### config.mk
export PLATFORM = sky130hd
export DESIGN_NAME = fen_position_parser_unit
export DESIGN_NICKNAME = d
export VERILOG_FILES = /design/src/hdl/fpp_pkg.sv /design/src/hdl/fpp_step.sv /design/src/hdl/fpp_out_reg.sv /design/src/hdl/fen_position_parser_unit.sv
export SDC_FILE = /design/constraint.sdc
export NUM_CORES = 1
export LEC_CHECK = 0
export BUFFER_PORTS_ARGS = -buffer_cell sky130_fd_sc_hd__buf_2
export CORE_ASPECT_RATIO = 1.4
export CORE_MARGIN = 1
export CORE_UTILIZATION = 62
export CTS_BUF_LIST = sky130_fd_sc_hd__clkbuf_2 sky130_fd_sc_hd__clkbuf_4 sky130_fd_sc_hd__clkbuf_8
export CTS_CLUSTER_DIAMETER = 30
export DETAILED_ROUTE_END_ITERATION = 7
export GPL_ROUTABILITY_DRIVEN = 0
export GPL_TIMING_DRIVEN = 0
export PLACE_DENSITY = 0.85
export SYNTH_ARGS = -nofsm -noshare
export SYNTH_HDL_FRONTEND = slang
export SYNTH_SLANG_ARGS = --single-unit
### constraint.sdc
create_clock -name clk -period 6.4 [get_ports clk]
set_clock_uncertainty 0.1 [all_clocks]
set_input_delay 1.28 -clock clk [delete_from_list [all_inputs] [get_ports clk]]
set_output_delay 1.28 -clock clk [all_outputs]
set_load 0.01 [all_outputs]
### src/hdl/fpp_pkg.sv
// Shared types, phase codes, character codes and helper functions of the FEN parser.
package fpp_pkg;

  localparam logic [3:0] PH_PLACE          = 4'd0;
  localparam logic [3:0] PH_COLOUR         = 4'd1;
  localparam logic [3:0] PH_CASTLE_START   = 4'd2;
  localparam logic [3:0] PH_CASTLE_LETTERS = 4'd3;
  localparam logic [3:0] PH_EP_START       = 4'd4;
  localparam logic [3:0] PH_EP_RANK        = 4'd5;
  localparam logic [3:0] PH_HALF_START     = 4'd6;
  localparam logic [3:0] PH_HALF_SIGN      = 4'd7;
  localparam logic [3:0] PH_HALF_DIGITS    = 4'd8;
  localparam logic [3:0] PH_MOVE_START     = 4'd9;
  localparam logic [3:0] PH_MOVE_SIGN      = 4'd10;
  localparam logic [3:0] PH_MOVE_DIGITS    = 4'd11;
  localparam logic [3:0] PH_DONE           = 4'd12;

  localparam logic [7:0] CH_SPACE = 8'h20;
  localparam logic [7:0] CH_SLASH = 8'h2F;
  localparam logic [7:0] CH_PLUS  = 8'h2B;
  localparam logic [7:0] CH_MINUS = 8'h2D;
  localparam logic [7:0] CH_ZERO  = 8'h30;
  localparam logic [7:0] CH_ONE   = 8'h31;
  localparam logic [7:0] CH_THREE = 8'h33;
  localparam logic [7:0] CH_SIX   = 8'h36;
  localparam logic [7:0] CH_EIGHT = 8'h38;
  localparam logic [7:0] CH_NINE  = 8'h39;
  localparam logic [7:0] CH_UP_K  = 8'h4B;
  localparam logic [7:0] CH_UP_Q  = 8'h51;
  localparam logic [7:0] CH_UP_R  = 8'h52;
  localparam logic [7:0] CH_UP_B  = 8'h42;
  localparam logic [7:0] CH_UP_N  = 8'h4E;
  localparam logic [7:0] CH_UP_P  = 8'h50;
  localparam logic [7:0] CH_LO_A  = 8'h61;
  localparam logic [7:0] CH_LO_B  = 8'h62;
  localparam logic [7:0] CH_LO_H  = 8'h68;
  localparam logic [7:0] CH_LO_K  = 8'h6B;
  localparam logic [7:0] CH_LO_N  = 8'h6E;
  localparam logic [7:0] CH_LO_P  = 8'h70;
  localparam logic [7:0] CH_LO_Q  = 8'h71;
  localparam logic [7:0] CH_LO_R  = 8'h72;
  localparam logic [7:0] CH_LO_W  = 8'h77;
  localparam logic [7:0] CH_TAB   = 8'h09;
  localparam logic [7:0] CH_CR    = 8'h0D;

  localparam logic [3:0] PIECE_NONE = 4'd15;

  localparam logic [2:0] RANK_TOP   = 3'd7;
  localparam logic [2:0] RANK_THREE = 3'd2;
  localparam logic [2:0] RANK_SIX   = 3'd5;
  localparam logic [3:0] FILE_END   = 4'd8;

  localparam logic [3:0] CASTLE_WK = 4'b0001;
  localparam logic [3:0] CASTLE_WQ = 4'b0010;
  localparam logic [3:0] CASTLE_BK = 4'b0100;
  localparam logic [3:0] CASTLE_BQ = 4'b1000;

  localparam int TDATA_W = 56;

  typedef struct packed {
    logic [3:0]  phase;
    logic        err;
    logic [2:0]  rank;
    logic [3:0]  file;
    logic        colour;
    logic [3:0]  castle;
    logic        ep_flag;
    logic [5:0]  ep_sq;
    logic        neg;
    logic [15:0] clock_val;
    logic [15:0] moves_val;
  } fpp_state_t;

  typedef struct packed {
    logic               kind;
    logic [5:0]         square;
    logic [3:0]         piece;
    logic               status;
    logic               side;
    logic [3:0]         castle;
    logic               ep_valid;
    logic [5:0]         ep_square;
    logic signed [15:0] half_clock;
    logic signed [15:0] move_num;
  } fpp_result_t;

  localparam fpp_state_t FPP_STATE_RESET = '{
    phase: PH_PLACE, err: 1'b0, rank: RANK_TOP, file: 4'd0, colour: 1'b0,
    castle: 4'd0, ep_flag: 1'b0, ep_sq: 6'd0, neg: 1'b0,
    clock_val: 16'd0, moves_val: 16'd0
  };

  function automatic logic fpp_is_ws(input logic [7:0] c);
    return c inside {[CH_TAB:CH_CR], CH_SPACE};
  endfunction

  function automatic logic fpp_is_digit(input logic [7:0] c);
    return c inside {[CH_ZERO:CH_NINE]};
  endfunction

  function automatic logic [3:0] fpp_piece_of(input logic [7:0] c);
    logic [3:0] p;
    case (c)
      CH_UP_K: p = 4'd0;
      CH_UP_Q: p = 4'd1;
      CH_UP_R: p = 4'd2;
      CH_UP_B: p = 4'd3;
      CH_UP_N: p = 4'd4;
      CH_UP_P: p = 4'd5;
      CH_LO_K: p = 4'd6;
      CH_LO_Q: p = 4'd7;
      CH_LO_R: p = 4'd8;
      CH_LO_B: p = 4'd9;
      CH_LO_N: p = 4'd10;
      CH_LO_P: p = 4'd11;
      default: p = PIECE_NONE;
    endcase
    return p;
  endfunction

  // Computes old * 10 +/- digit on the signed value and saturates to 16 bits.
  function automatic logic [15:0] fpp_accumulate(input logic [15:0] old,
                                                 input logic [3:0] d,
                                                 input logic neg);
    logic signed [19:0] v;
    logic signed [19:0] dv;
    logic signed [19:0] t;
    logic [15:0]        r;
    v  = 20'(signed'(old));
    dv = signed'({16'd0, d});
    t  = (v <<< 3) + (v <<< 1);
    t  = neg ? (t - dv) : (t + dv);
    if (t > 20'sd32767) begin
      r = 16'h7FFF;
    end else if (t < -20'sd32768) begin
      r = 16'h8000;
    end else begin
      r = t[15:0];
    end
    return r;
  endfunction

  // Handles the first byte seen while looking for the move number.
  function automatic fpp_state_t fpp_move_start(input fpp_state_t s, input logic [7:0] c);
    fpp_state_t n;
    n = s;
    if (fpp_is_ws(c)) begin
      n.phase = PH_MOVE_START;
    end else if (c == CH_PLUS || c == CH_MINUS) begin
      n.neg   = (c == CH_MINUS);
      n.phase = PH_MOVE_SIGN;
    end else if (fpp_is_digit(c)) begin
      n.neg       = 1'b0;
      n.moves_val = fpp_accumulate(16'd0, c[3:0], 1'b0);
      n.phase     = PH_MOVE_DIGITS;
    end else begin
      n.phase = PH_DONE;
    end
    return n;
  endfunction

endpackage

### src/hdl/fpp_step.sv
// Next-state and result logic for one character or end transaction of the FEN parser.
module fpp_step
  import fpp_pkg::*;
(
  input  fpp_state_t  state_i,
  input  logic        mode_i,
  input  logic [7:0]  char_i,
  output fpp_state_t  state_nxt,
  output logic        res_valid,
  output fpp_result_t res
);

  logic       bad;
  logic [4:0] skip_sum;
  logic [3:0] piece;

  always_comb begin
    state_nxt = state_i;
    res_valid = 1'b0;
    res       = '0;
    bad       = state_i.err || (state_i.phase < PH_HALF_START);
    skip_sum  = {1'b0, state_i.file} + {1'b0, char_i[3:0]};
    piece     = fpp_piece_of(char_i);

    if (mode_i) begin
      res_valid  = 1'b1;
      res.kind   = 1'b1;
      res.status = bad;
      if (!bad) begin
        res.side       = state_i.colour;
        res.castle     = state_i.castle;
        res.ep_valid   = state_i.ep_flag;
        res.ep_square  = state_i.ep_flag ? state_i.ep_sq : 6'd0;
        res.half_clock = signed'(state_i.clock_val);
        res.move_num   = signed'(state_i.moves_val);
      end
      state_nxt = FPP_STATE_RESET;
    end else if (!state_i.err && state_i.phase < PH_DONE) begin
      case (state_i.phase)
        PH_PLACE: begin
          if (char_i == CH_SPACE) begin
            if (state_i.rank != 3'd0) begin
              state_nxt.err = 1'b1;
            end else begin
              state_nxt.phase = PH_COLOUR;
            end
          end else if (char_i == CH_SLASH) begin
            if (state_i.rank == 3'd0) begin
              state_nxt.err = 1'b1;
            end else begin
              state_nxt.rank = state_i.rank - 3'd1;
              state_nxt.file = 4'd0;
            end
          end else if (char_i inside {[CH_ONE:CH_EIGHT]}) begin
            if (skip_sum > {1'b0, FILE_END}) begin
              state_nxt.err = 1'b1;
            end else begin
              state_nxt.file = skip_sum[3:0];
            end
          end else if (piece == PIECE_NONE || state_i.file >= FILE_END) begin
            state_nxt.err = 1'b1;
          end else begin
            res_valid      = 1'b1;
            res.square     = {state_i.rank, state_i.file[2:0]};
            res.piece      = piece;
            state_nxt.file = state_i.file + 4'd1;
          end
        end
        PH_COLOUR: begin
          if (char_i == CH_LO_W) begin
            state_nxt.colour = 1'b0;
            state_nxt.phase  = PH_CASTLE_START;
          end else if (char_i == CH_LO_B) begin
            state_nxt.colour = 1'b1;
            state_nxt.phase  = PH_CASTLE_START;
          end else if (char_i != CH_SPACE) begin
            state_nxt.err = 1'b1;
          end
        end
        PH_CASTLE_START, PH_CASTLE_LETTERS: begin
          if (char_i == CH_SPACE) begin
            if (state_i.phase == PH_CASTLE_LETTERS) begin
              state_nxt.phase = PH_EP_START;
            end
          end else if (char_i == CH_MINUS && state_i.phase == PH_CASTLE_START) begin
            state_nxt.phase = PH_EP_START;
          end else begin
            state_nxt.phase = PH_CASTLE_LETTERS;
            case (char_i)
              CH_UP_K: state_nxt.castle = state_i.castle | CASTLE_WK;
              CH_UP_Q: state_nxt.castle = state_i.castle | CASTLE_WQ;
              CH_LO_K: state_nxt.castle = state_i.castle | CASTLE_BK;
              CH_LO_Q: state_nxt.castle = state_i.castle | CASTLE_BQ;
              default: begin
                state_nxt.err   = 1'b1;
                state_nxt.phase = state_i.phase;
              end
            endcase
          end
        end
        PH_EP_START: begin
          if (char_i == CH_MINUS) begin
            state_nxt.ep_flag = 1'b0;
            state_nxt.phase   = PH_HALF_START;
          end else if (char_i inside {[CH_LO_A:CH_LO_H]}) begin
            state_nxt.ep_sq = {3'd0, char_i[2:0] - 3'd1};
            state_nxt.phase = PH_EP_RANK;
          end else if (char_i != CH_SPACE) begin
            state_nxt.err = 1'b1;
          end
        end
        PH_EP_RANK: begin
          if (char_i == CH_THREE || char_i == CH_SIX) begin
            state_nxt.ep_sq   = {(char_i == CH_THREE) ? RANK_THREE : RANK_SIX,
                                 state_i.ep_sq[2:0]};
            state_nxt.ep_flag = 1'b1;
            state_nxt.phase   = PH_HALF_START;
          end else begin
            state_nxt.err = 1'b1;
          end
        end
        PH_HALF_START: begin
          if (fpp_is_ws(char_i)) begin
            state_nxt.phase = PH_HALF_START;
          end else if (char_i == CH_PLUS || char_i == CH_MINUS) begin
            state_nxt.neg   = (char_i == CH_MINUS);
            state_nxt.phase = PH_HALF_SIGN;
          end else if (fpp_is_digit(char_i)) begin
            state_nxt.neg       = 1'b0;
            state_nxt.clock_val = fpp_accumulate(16'd0, char_i[3:0], 1'b0);
            state_nxt.phase     = PH_HALF_DIGITS;
          end else begin
            state_nxt.phase = PH_DONE;
          end
        end
        PH_HALF_SIGN: begin
          if (fpp_is_digit(char_i)) begin
            state_nxt.clock_val = fpp_accumulate(16'd0, char_i[3:0], state_i.neg);
            state_nxt.phase     = PH_HALF_DIGITS;
          end else begin
            state_nxt.phase = PH_DONE;
          end
        end
        PH_HALF_DIGITS: begin
          if (fpp_is_digit(char_i)) begin
            state_nxt.clock_val = fpp_accumulate(state_i.clock_val, char_i[3:0],
                                                 state_i.neg);
          end else begin
            state_nxt = fpp_move_start(state_i, char_i);
          end
        end
        PH_MOVE_START: begin
          state_nxt = fpp_move_start(state_i, char_i);
        end
        PH_MOVE_SIGN: begin
          if (fpp_is_digit(char_i)) begin
            state_nxt.moves_val = fpp_accumulate(16'd0, char_i[3:0], state_i.neg);
            state_nxt.phase     = PH_MOVE_DIGITS;
          end else begin
            state_nxt.phase = PH_DONE;
          end
        end
        PH_MOVE_DIGITS: begin
          if (fpp_is_digit(char_i)) begin
            state_nxt.moves_val = fpp_accumulate(state_i.moves_val, char_i[3:0],
                                                 state_i.neg);
          end else begin
            state_nxt.phase = PH_DONE;
          end
        end
        default: begin
          state_nxt.phase = PH_DONE;
        end
      endcase
    end
  end

endmodule

### src/hdl/fpp_out_reg.sv
// Result register of the FEN parser that packs a result into the output stream.
module fpp_out_reg
  import fpp_pkg::*;
(
  input  logic               clk,
  input  logic               rst_n,
  input  logic               load_i,
  input  fpp_result_t        res_i,
  output logic               can_load_o,
  output logic               out_tvalid,
  input  logic               out_tready,
  output logic [TDATA_W-1:0] out_tdata,
  output logic               out_tuser
);

  logic        out_valid_r;
  logic        out_valid_nxt;
  fpp_result_t res_r;

  assign can_load_o    = !out_valid_r || out_tready;
  assign out_valid_nxt = load_i || (out_valid_r && !out_tready);

  always_ff @(posedge clk) begin
    if (!rst_n) begin
      out_valid_r <= 1'b0;
    end else begin
      out_valid_r <= out_valid_nxt;
    end
  end

  always_ff @(posedge clk) begin
    if (load_i) begin
      res_r <= res_i;
    end
  end

  assign out_tvalid = out_valid_r;
  assign out_tuser  = res_r.kind;
  assign out_tdata  = {1'b0, res_r.move_num, res_r.half_clock, res_r.ep_square,
                       res_r.ep_valid, res_r.castle, res_r.side, res_r.status,
                       res_r.piece, res_r.square};

endmodule

### src/hdl/fen_position_parser_unit.sv
// Top level of the FEN parser: input register, parser state, step logic and result register.
//
// The parser takes one text byte or end marker per transaction and, unless the input side
// stalls, sustains one transaction per clock cycle; each transaction passes through an input
// register, combinational parsing logic and a result register, so a result is presented on
// the output only after its transaction has been accepted and parsed. A piece letter in the
// placement field yields a placement result, an end marker yields the summary and returns the
// parser to its reset state, and all other bytes yield no result. The input side stalls only
// when a result is waiting and the result register is still full.
module fen_position_parser_unit
  import fpp_pkg::*;
(
  input  logic               clk,
  input  logic               rst_n,
  input  logic               in_tvalid,
  output logic               in_tready,
  input  logic [7:0]         in_tdata,   // [7:0] character
  input  logic               in_tuser,   // [0] mode
  output logic               out_tvalid,
  input  logic               out_tready,
  output logic [TDATA_W-1:0] out_tdata,  // [5:0] square, [9:6] piece, [10] status,
                                         // [11] side_to_move, [15:12] castling_rights,
                                         // [16] en_passant_valid, [22:17] en_passant_square,
                                         // [38:23] half_move_clock, [54:39] move_number
  output logic               out_tuser   // [0] result_kind
);

  logic        in_valid_r;
  logic        in_valid_nxt;
  logic        in_mode_r;
  logic [7:0]  in_char_r;
  fpp_state_t  state_r;
  fpp_state_t  state_nxt;
  logic        res_valid;
  fpp_result_t res;
  logic        can_load;
  logic        advance;

  assign advance      = in_valid_r && (!res_valid || can_load);
  assign in_tready    = !in_valid_r || advance;
  assign in_valid_nxt = (in_tvalid && in_tready) || (in_valid_r && !advance);

  always_ff @(posedge clk) begin
    if (!rst_n) begin
      in_valid_r <= 1'b0;
      state_r    <= FPP_STATE_RESET;
    end else begin
      in_valid_r <= in_valid_nxt;
      if (advance) begin
        state_r <= state_nxt;
      end
    end
  end

  always_ff @(posedge clk) begin
    if (in_tvalid && in_tready) begin
      in_mode_r <= in_tuser;
      in_char_r <= in_tdata;
    end
  end

  fpp_step u_step (
    .state_i   (state_r),
    .mode_i    (in_mode_r),
    .char_i    (in_char_r),
    .state_nxt (state_nxt),
    .res_valid (res_valid),
    .res       (res)
  );

  fpp_out_reg u_out_reg (
    .clk        (clk),
    .rst_n      (rst_n),
    .load_i     (advance && res_valid),
    .res_i      (res),
    .can_load_o (can_load),
    .out_tvalid (out_tvalid),
    .out_tready (out_tready),
    .out_tdata  (out_tdata),
    .out_tuser  (out_tuser)
  );

  a_err_held: assert property (@(posedge clk) disable iff (!rst_n)
    state_r.err && !(advance && in_mode_r) |=> state_r.err)
    else $error("Latched format error cleared without an end transaction.");

  a_end_resets: assert property (@(posedge clk) disable iff (!rst_n)
    advance && in_mode_r |=> state_r.phase == PH_PLACE && !state_r.err
                             && state_r.rank == RANK_TOP)
    else $error("End transaction did not return the parser to its start state.");

  a_file_range: assert property (@(posedge clk) disable iff (!rst_n)
    state_r.file <= FILE_END && state_r.phase <= PH_DONE)
    else $error("Parser file or phase out of range.");

  a_stall_holds: assert property (@(posedge clk) disable iff (!rst_n)
    !in_tready |-> in_valid_r && res_valid && out_tvalid)
    else $error("Input stalled without a pending result.");

endmodule

# Word-level counts from Yosys, hierarchy flattened
# Cells that the tools add are included.
# word_totals
register_bits	124
latch_bits	0
ram_bits	0
mem_bits_ro	0
inputBits	13
output_inout_bits	59
wordCells	312
n_memories	0
# op_classes
addsub	11
mul	0
div_mod_pow	0
magnitude_cmp	20
n_eq_ne	82
n_shift	0
n_mux	99
bitwise	4
reduce_logical	67
# op_table
cell	n
$mux 16	15
$mux 57	2
$eq 8x7->1 const B	13
$pmux 16 s3	2
$mux 4	22
$gt 20x16->1 const B	3
$lt 20x16->1 const B	3
$mux 20	3
$ne 3x3->1 const B	17
$reduce_and 10->1	5
$eq 8x6->1 const B	6
$pmux 4 s12	1
$pmux 4 s11	1
$add 19x17->20	2
$add 20x5->20	2
$sub 20x5->20	2
$mux 17	2
$ne 3x2->1 const B	11
$mux 1	32
$mux 25	1
$reduce_and 8->1	3
$reduce_bool 2->1	12
$mux 7	3
$pmux 7 s3	1
56 further kinds	119

# Longest topological paths before layout
# depth
word_depth	17
ltp_mapped	17
ltp_nobuf	15

# Hierarchy
# From an unflattened synthesis, not the netlist that was laid out.
# unflattened
cells_unflattened	1343
hier_area_um2	10816.6
# by_module_without_submodules
mod	instances	cells_per_inst	area_per_inst_um2	seq_area_each_um2
fpp_step	1	1018	6496.2	0.0
fen_position_parser_unit	1	263	2578.7	1431.4
fpp_out_reg	1	62	1741.7	1701.6

# Worst setup path before layout
# Ideal clock, no wire load.
# synth_path
path_kind	register -> register
startpoint	register in_char_r[1]
endpoint	register u_out_reg.res_r (netlist bit u_out_reg.out_tdata[0]) (enable)
setup_time_ps	474
arrival_ps	5179
required_ps	5826
slack_ps	646
path_stages_with_launch	12
path_buffers	1
synth_period_minus_slack_ps	5754
path_cell_list	edfxtp_1 -> inv_1 -> ha_1 -> nand2b_1 -> or2_2 -> a31oi_1 -> nand2_1 -> or4_1 -> buf_2 -> and2_1 -> nand2b_1 -> nor2b_1
# synth_between
elab_chain_len	15
word_cells_on_any_way	31
classes_between	2 x order compare; 15 x eq/ne; 8 x mux; 6 x reduce/logical
# synth_rtl
element	line_no	source
start: declaration	fen_position_parser_unit.sv:31	logic [7:0] in_char_r;
start signal: assignment	fen_position_parser_unit.sv:58	in_char_r <= in_tdata;
$eq 8x7->1	fpp_pkg.sv:103	case (c)
$pmux 4 s12	fpp_pkg.sv:103	
$eq 4x4->1	fpp_step.sv:60	end else if (piece == PIECE_NONE || state_i.file >= FILE_END) begin
$logic_or 1x1->1	fpp_step.sv:60	
$mux 1	fpp_step.sv:60	
$mux 1	fpp_step.sv:54	end else if (char_i inside {[CH_ONE:CH_EIGHT]}) begin
$mux 1	fpp_step.sv:47	end else if (char_i == CH_SLASH) begin
$mux 1 *	fpp_step.sv:41	if (char_i == CH_SPACE) begin
$mux 1 *	fpp_step.sv:39	case (state_i.phase)
$mux 1 *	fpp_step.sv:38	end else if (!state_i.err && state_i.phase < PH_DONE) begin
$mux 1 *	fpp_step.sv:25	if (mode_i) begin
$logic_not 1->1	fen_position_parser_unit.sv:39	assign advance = in_valid_r && (!res_valid || can_load);
$logic_or 1x1->1	fen_position_parser_unit.sv:39	
$logic_and 1x1->1	fen_position_parser_unit.sv:39	
$logic_and 1x1->1 *	fen_position_parser_unit.sv:74	.load_i (advance && res_valid),
via u_out_reg.load_i	fpp_out_reg.sv:7	input logic load_i,
end signal: assignment	fpp_out_reg.sv:33	res_r <= res_i;
end: declaration	fpp_out_reg.sv:18	fpp_result_t res_r;
# Mark *: on every way through the listed nets, which the timed path passes. The rest lies on a longest branch.
# A chain may end at the register's enable or synchronous reset.

# Worst setup path in the final report
# layout_path
startpoint	register in_char_r[1]
endpoint	output port in_tready
# layout_between
elab_chain_len	15
word_cells_on_any_way	31
classes_between	2 x order compare; 15 x eq/ne; 8 x mux; 6 x reduce/logical
# layout_rtl
element	line_no	source
$eq 8x7->1	fpp_pkg.sv:103	
$pmux 4 s12	fpp_pkg.sv:103	
$eq 4x4->1	fpp_step.sv:60	
$logic_or 1x1->1	fpp_step.sv:60	
$mux 1	fpp_step.sv:60	
$mux 1	fpp_step.sv:54	
$mux 1	fpp_step.sv:47	
$mux 1 *	fpp_step.sv:41	
$mux 1 *	fpp_step.sv:39	
$mux 1 *	fpp_step.sv:38	
$mux 1 *	fpp_step.sv:25	
$logic_not 1->1 *	fen_position_parser_unit.sv:39	
$logic_or 1x1->1 *	fen_position_parser_unit.sv:39	
$logic_and 1x1->1 *	fen_position_parser_unit.sv:39	
$logic_or 1x1->1 *	fen_position_parser_unit.sv:40	assign in_tready = !in_valid_r || advance;
end: declaration	fen_position_parser_unit.sv:16	output logic in_tready,
# Every way passes the cells marked *; elsewhere a longest branch is shown, timed or not.

==> impl_results.md <==
- Outcome: complete, no violations
- Global routing usage summed across all routing layers: 32.4%
- Area share of the largest cell type after synthesis: 20.3%
- Most frequently used cell type in the post-synthesis netlist: nand2_1
- Port Buf Inserts: 70
- Clock power share: 44.0%
- Ys async rst share: 0%
- Final Hold Vio Count: 0
- Antenna viol nets, final: 0
- Maximum number of buffers from clock root to sink: 2
- Master of the slowest instance on the critical path: edfxtp_1
- Number of global-route vias before repair: 8451
- Netlist Area Pre-Place: 0.00948 mm2
- Pins over their slew limit: 0
- Global-route wire length before repair: 40500 um
- Type of the worst setup path: flop to output pin
- Library cell with the largest summed area after synthesis: edfxtp_1
- Req. time, crit path: 5.02 ns
- Startpoint kind of the worst setup timing path: flop
- GRT Residual Overflow: 0
- RSZ-0062 raised after global routing: false
- Min cycle time layout: 5.66 ns
- Post-synthesis average cell area: 8.82 um2
- Number of search-and-repair iterations in the first detailed-routing pass: 6
- Signal arrival time at the worst endpoint: 4.28 ns
- Net count after synthesis: 1148
- Power per cell area: 167 mW/mm2
- Fraction of power spent switching nets: 25.4%
- Number of max-cap violations: 0
- Count of nets after finishing: 1238
- Fillers: 1198
- Post-Layout Cell Count: 1369
- Number of distinct library cell variants in the gate-level netlist after synthesis: 97
- Relative contribution of combinational cells to total power: 7.9%
- Number of endpoints failing setup at the final stage: 0
- HPWL reported at the end of detailed placement: 18700 um
- Count of vias placed by the detailed router: 8830
- Detailed-route wire length per cell: 18.5 um
- Critical path's largest stage delay: 0.67 ns
- Total of flip-flops plus latches after synthesis: 122
- Number of warnings printed during yosys synthesis: 0
- # H-tree levels: 4
- CP Cell Sequence: inv_1 > ha_1 > nand2b_1 > or2_2 > a31oi_1 > nand2_1 > or4_1 > buf_2 > and2_1 > nand2b_1 > nor2_1 > inv_1 > buf_2
- Cell count after synthesis: 1074
- Nature of the critical path endpoint: output pin
- TritonCTS clock tree: built
- Cell total after placement: 1337
- Core outline area: 0.0150 mm2
- Post-route clock period utilization: 88.4%
- Resized cells post-CTS: 0
- Share of the core filled with cells: 70.3%
- Number of top-level pins: 72
- Final hold slack: 0.369 ns
- Via count normalized by instance count: 6.45
- Top cell types by occurrence after synthesis: nand2_1 (87), nor2_1 (78), a21oi_1 (64), edfxtp_1 (64), dfxtp_1 (58)
- P_sw: 0.000447 W
- Number of enable flip-flop cells after synthesis: 64
- CP max FO: 13
- Total inserted antenna cells: 0
- Tot Pwr: 0.00176 W
- Number of antenna violations at the first check in global routing: 0
- Area growth, synth to finish: 11.2%
- Internal power summed over all cells: 0.00132 W
- Worst rel slew slack: 32.3%
- Proportion of layout cells with a drive suffix above 1: 12.5%
- Sequential cell fraction of total power: 48.0%
- Buffers inserted by post-CTS timing repair: 0
- Number of remaining DRC errors: 0
- TritonCTS Sinks: 122
- Slew at the pin closest to its max-slew limit: 0.990 ns
- Top_reg_cell synth: edfxtp_1
- Final routed wirelength across all metal layers: 25300 um
- Part of the Yosys area used for sequential elements: 32.5%
- Row count: 53
- Initial cell density of the core: 63.2%
- Die height: 148 um
- Maximum number of pins on one net before global-route repair: 33
- Number of hold buffers added after CTS: 0
- First-iteration detailed-routing DRC count: 902
- Die span in x: 106 um
- Largest vdd supply drop: 0.127 mV
- Maximum achievable frequency: 0.177 GHz
- Clock insertion delay at the later pin of the skew report: 0.46 ns
- Top cells by area, synth: edfxtp_1 (20%), dfxtp_1 (12%), ha_1 (7.1%), xnor2_1 (3.5%), nand2_1 (3.4%)
- Hold Crit Class: flop to flop
- Clock root cell: clkbuf_8
- Register clock-pin slew on the reported worst setup and hold paths: 0.07 ns
- Area of the die: 0.0158 mm2
- Sum of negative setup slack: 0 ns
- Number of buffers created by CTS: 17
- Leakage: 4.38 nW
==> worst paths after layout <==
path                            slack (ns)  cells after the start         start     endpoint
worst max-delay path                  0.74                     13  in_char_r[1]    in_tready
worst min-delay path                  0.37                      1   state_r[41]  state_r[41]
worst max register to register        1.26                     16  in_char_r[3]  state_r[27]
worst min register to register        0.37                      1   state_r[41]  state_r[41]
==> registers in the layout, indices dropped and copies added, names as in the netlist <==
signal / flops
u_out_reg.out_tuser: 1
state_r: 56
u_out_reg.out_tdata: 54
u_out_reg.out_tvalid: 1
in_valid_r: 1
in_char_r: 8
in_mode_r: 1
==> logic make-up (layout without fill, tap and decap cells) <==
| group | count (synthesis) | after routing | share of synthesized area, % |
|---|---|---|---|
| buffers and inverters | 83 | 186 | 3.76 |
| other | 1 | 1 | 0.0396 |
| flip-flops | 122 | 122 | 32.5 |
| AND/OR/NAND/NOR | 418 | 418 | 24.0 |
| multiplexers | 19 | 19 | 2.02 |
| AO/OA/AOI/OAI | 305 | 305 | 23.0 |
| XOR/XNOR | 65 | 65 | 6.09 |
| adder cells (fa/ha/maj) | 61 | 61 | 8.61 |
==> layer usage <==
layer	vias up	routed length, um	GRT usage [%]
met3	119	1530	5.17
met2	382	12500	56.3
met4	0	1190	18.8
met5	-	0	0
met1	4130	10100	37.7
li1	4199	-	-
==> worst max-delay path: cells and delay by family (launching register included) <==
family,cells,cell delay (ns)
AOI/OAI and AO/OA,1,0.30
DFF,1,0.67
and+or+nand+nor,7,1.76
adders and majority gates,1,0.38
buffers and inverters,4,0.71
==> power by group through the flow <==
stage               logic (W)  registers [W]  clock network (W)
finish               0.000140       0.000847           0.000776
CTS                  0.000136       0.000847           0.000780
floorplan           0.0000913       0.000863                  0
global placement     0.000130       0.000866                  0
detailed placement   0.000135       0.000865                  0
global route         0.000152       0.000848           0.000819
==> per-stage QoR <==
step	setup WS, ns	cell area (um2)
after global routing	0.561	10500
after global placement	-1.14	10100
after CTS	0.800	10500
final	0.741	10500
after floorplan	0.646	9480
after detailed placement	1.29	10100
==> layout by cell type (no fill, tap or decap), types with 37 or more instances in the layout <==
| master | netlist | layout |
|---|---|---|
| nand2_1 | 87 | 87 |
| nor2_1 | 78 | 78 |
| buf_2 | 5 | 75 |
| a21oi_1 | 64 | 64 |
| edfxtp_1 | 64 | 64 |
| dfxtp_1 | 58 | 58 |
| ha_1 | 54 | 54 |
| o21ai_0 | 52 | 52 |
| and2_1 | 47 | 47 |
| xnor2_1 | 38 | 38 |
| nor2b_1 | 38 | 37 |
==> area by class of cell <==
class | count | area, um2 | area share [%]
timing repair buffer | 71 | 370 | 3.51
inverter | 34 | 128 | 1.21
sequential | 122 | 3080 | 29.3
clock inverter | 14 | 195 | 1.85
clock buffer | 18 | 248 | 2.35
multi-input combinational | 869 | 6040 | 57.4
tap | 192 | 240 | 2.28
buffer | 49 | 229 | 2.17
Power figures use the tool's default switching activity.
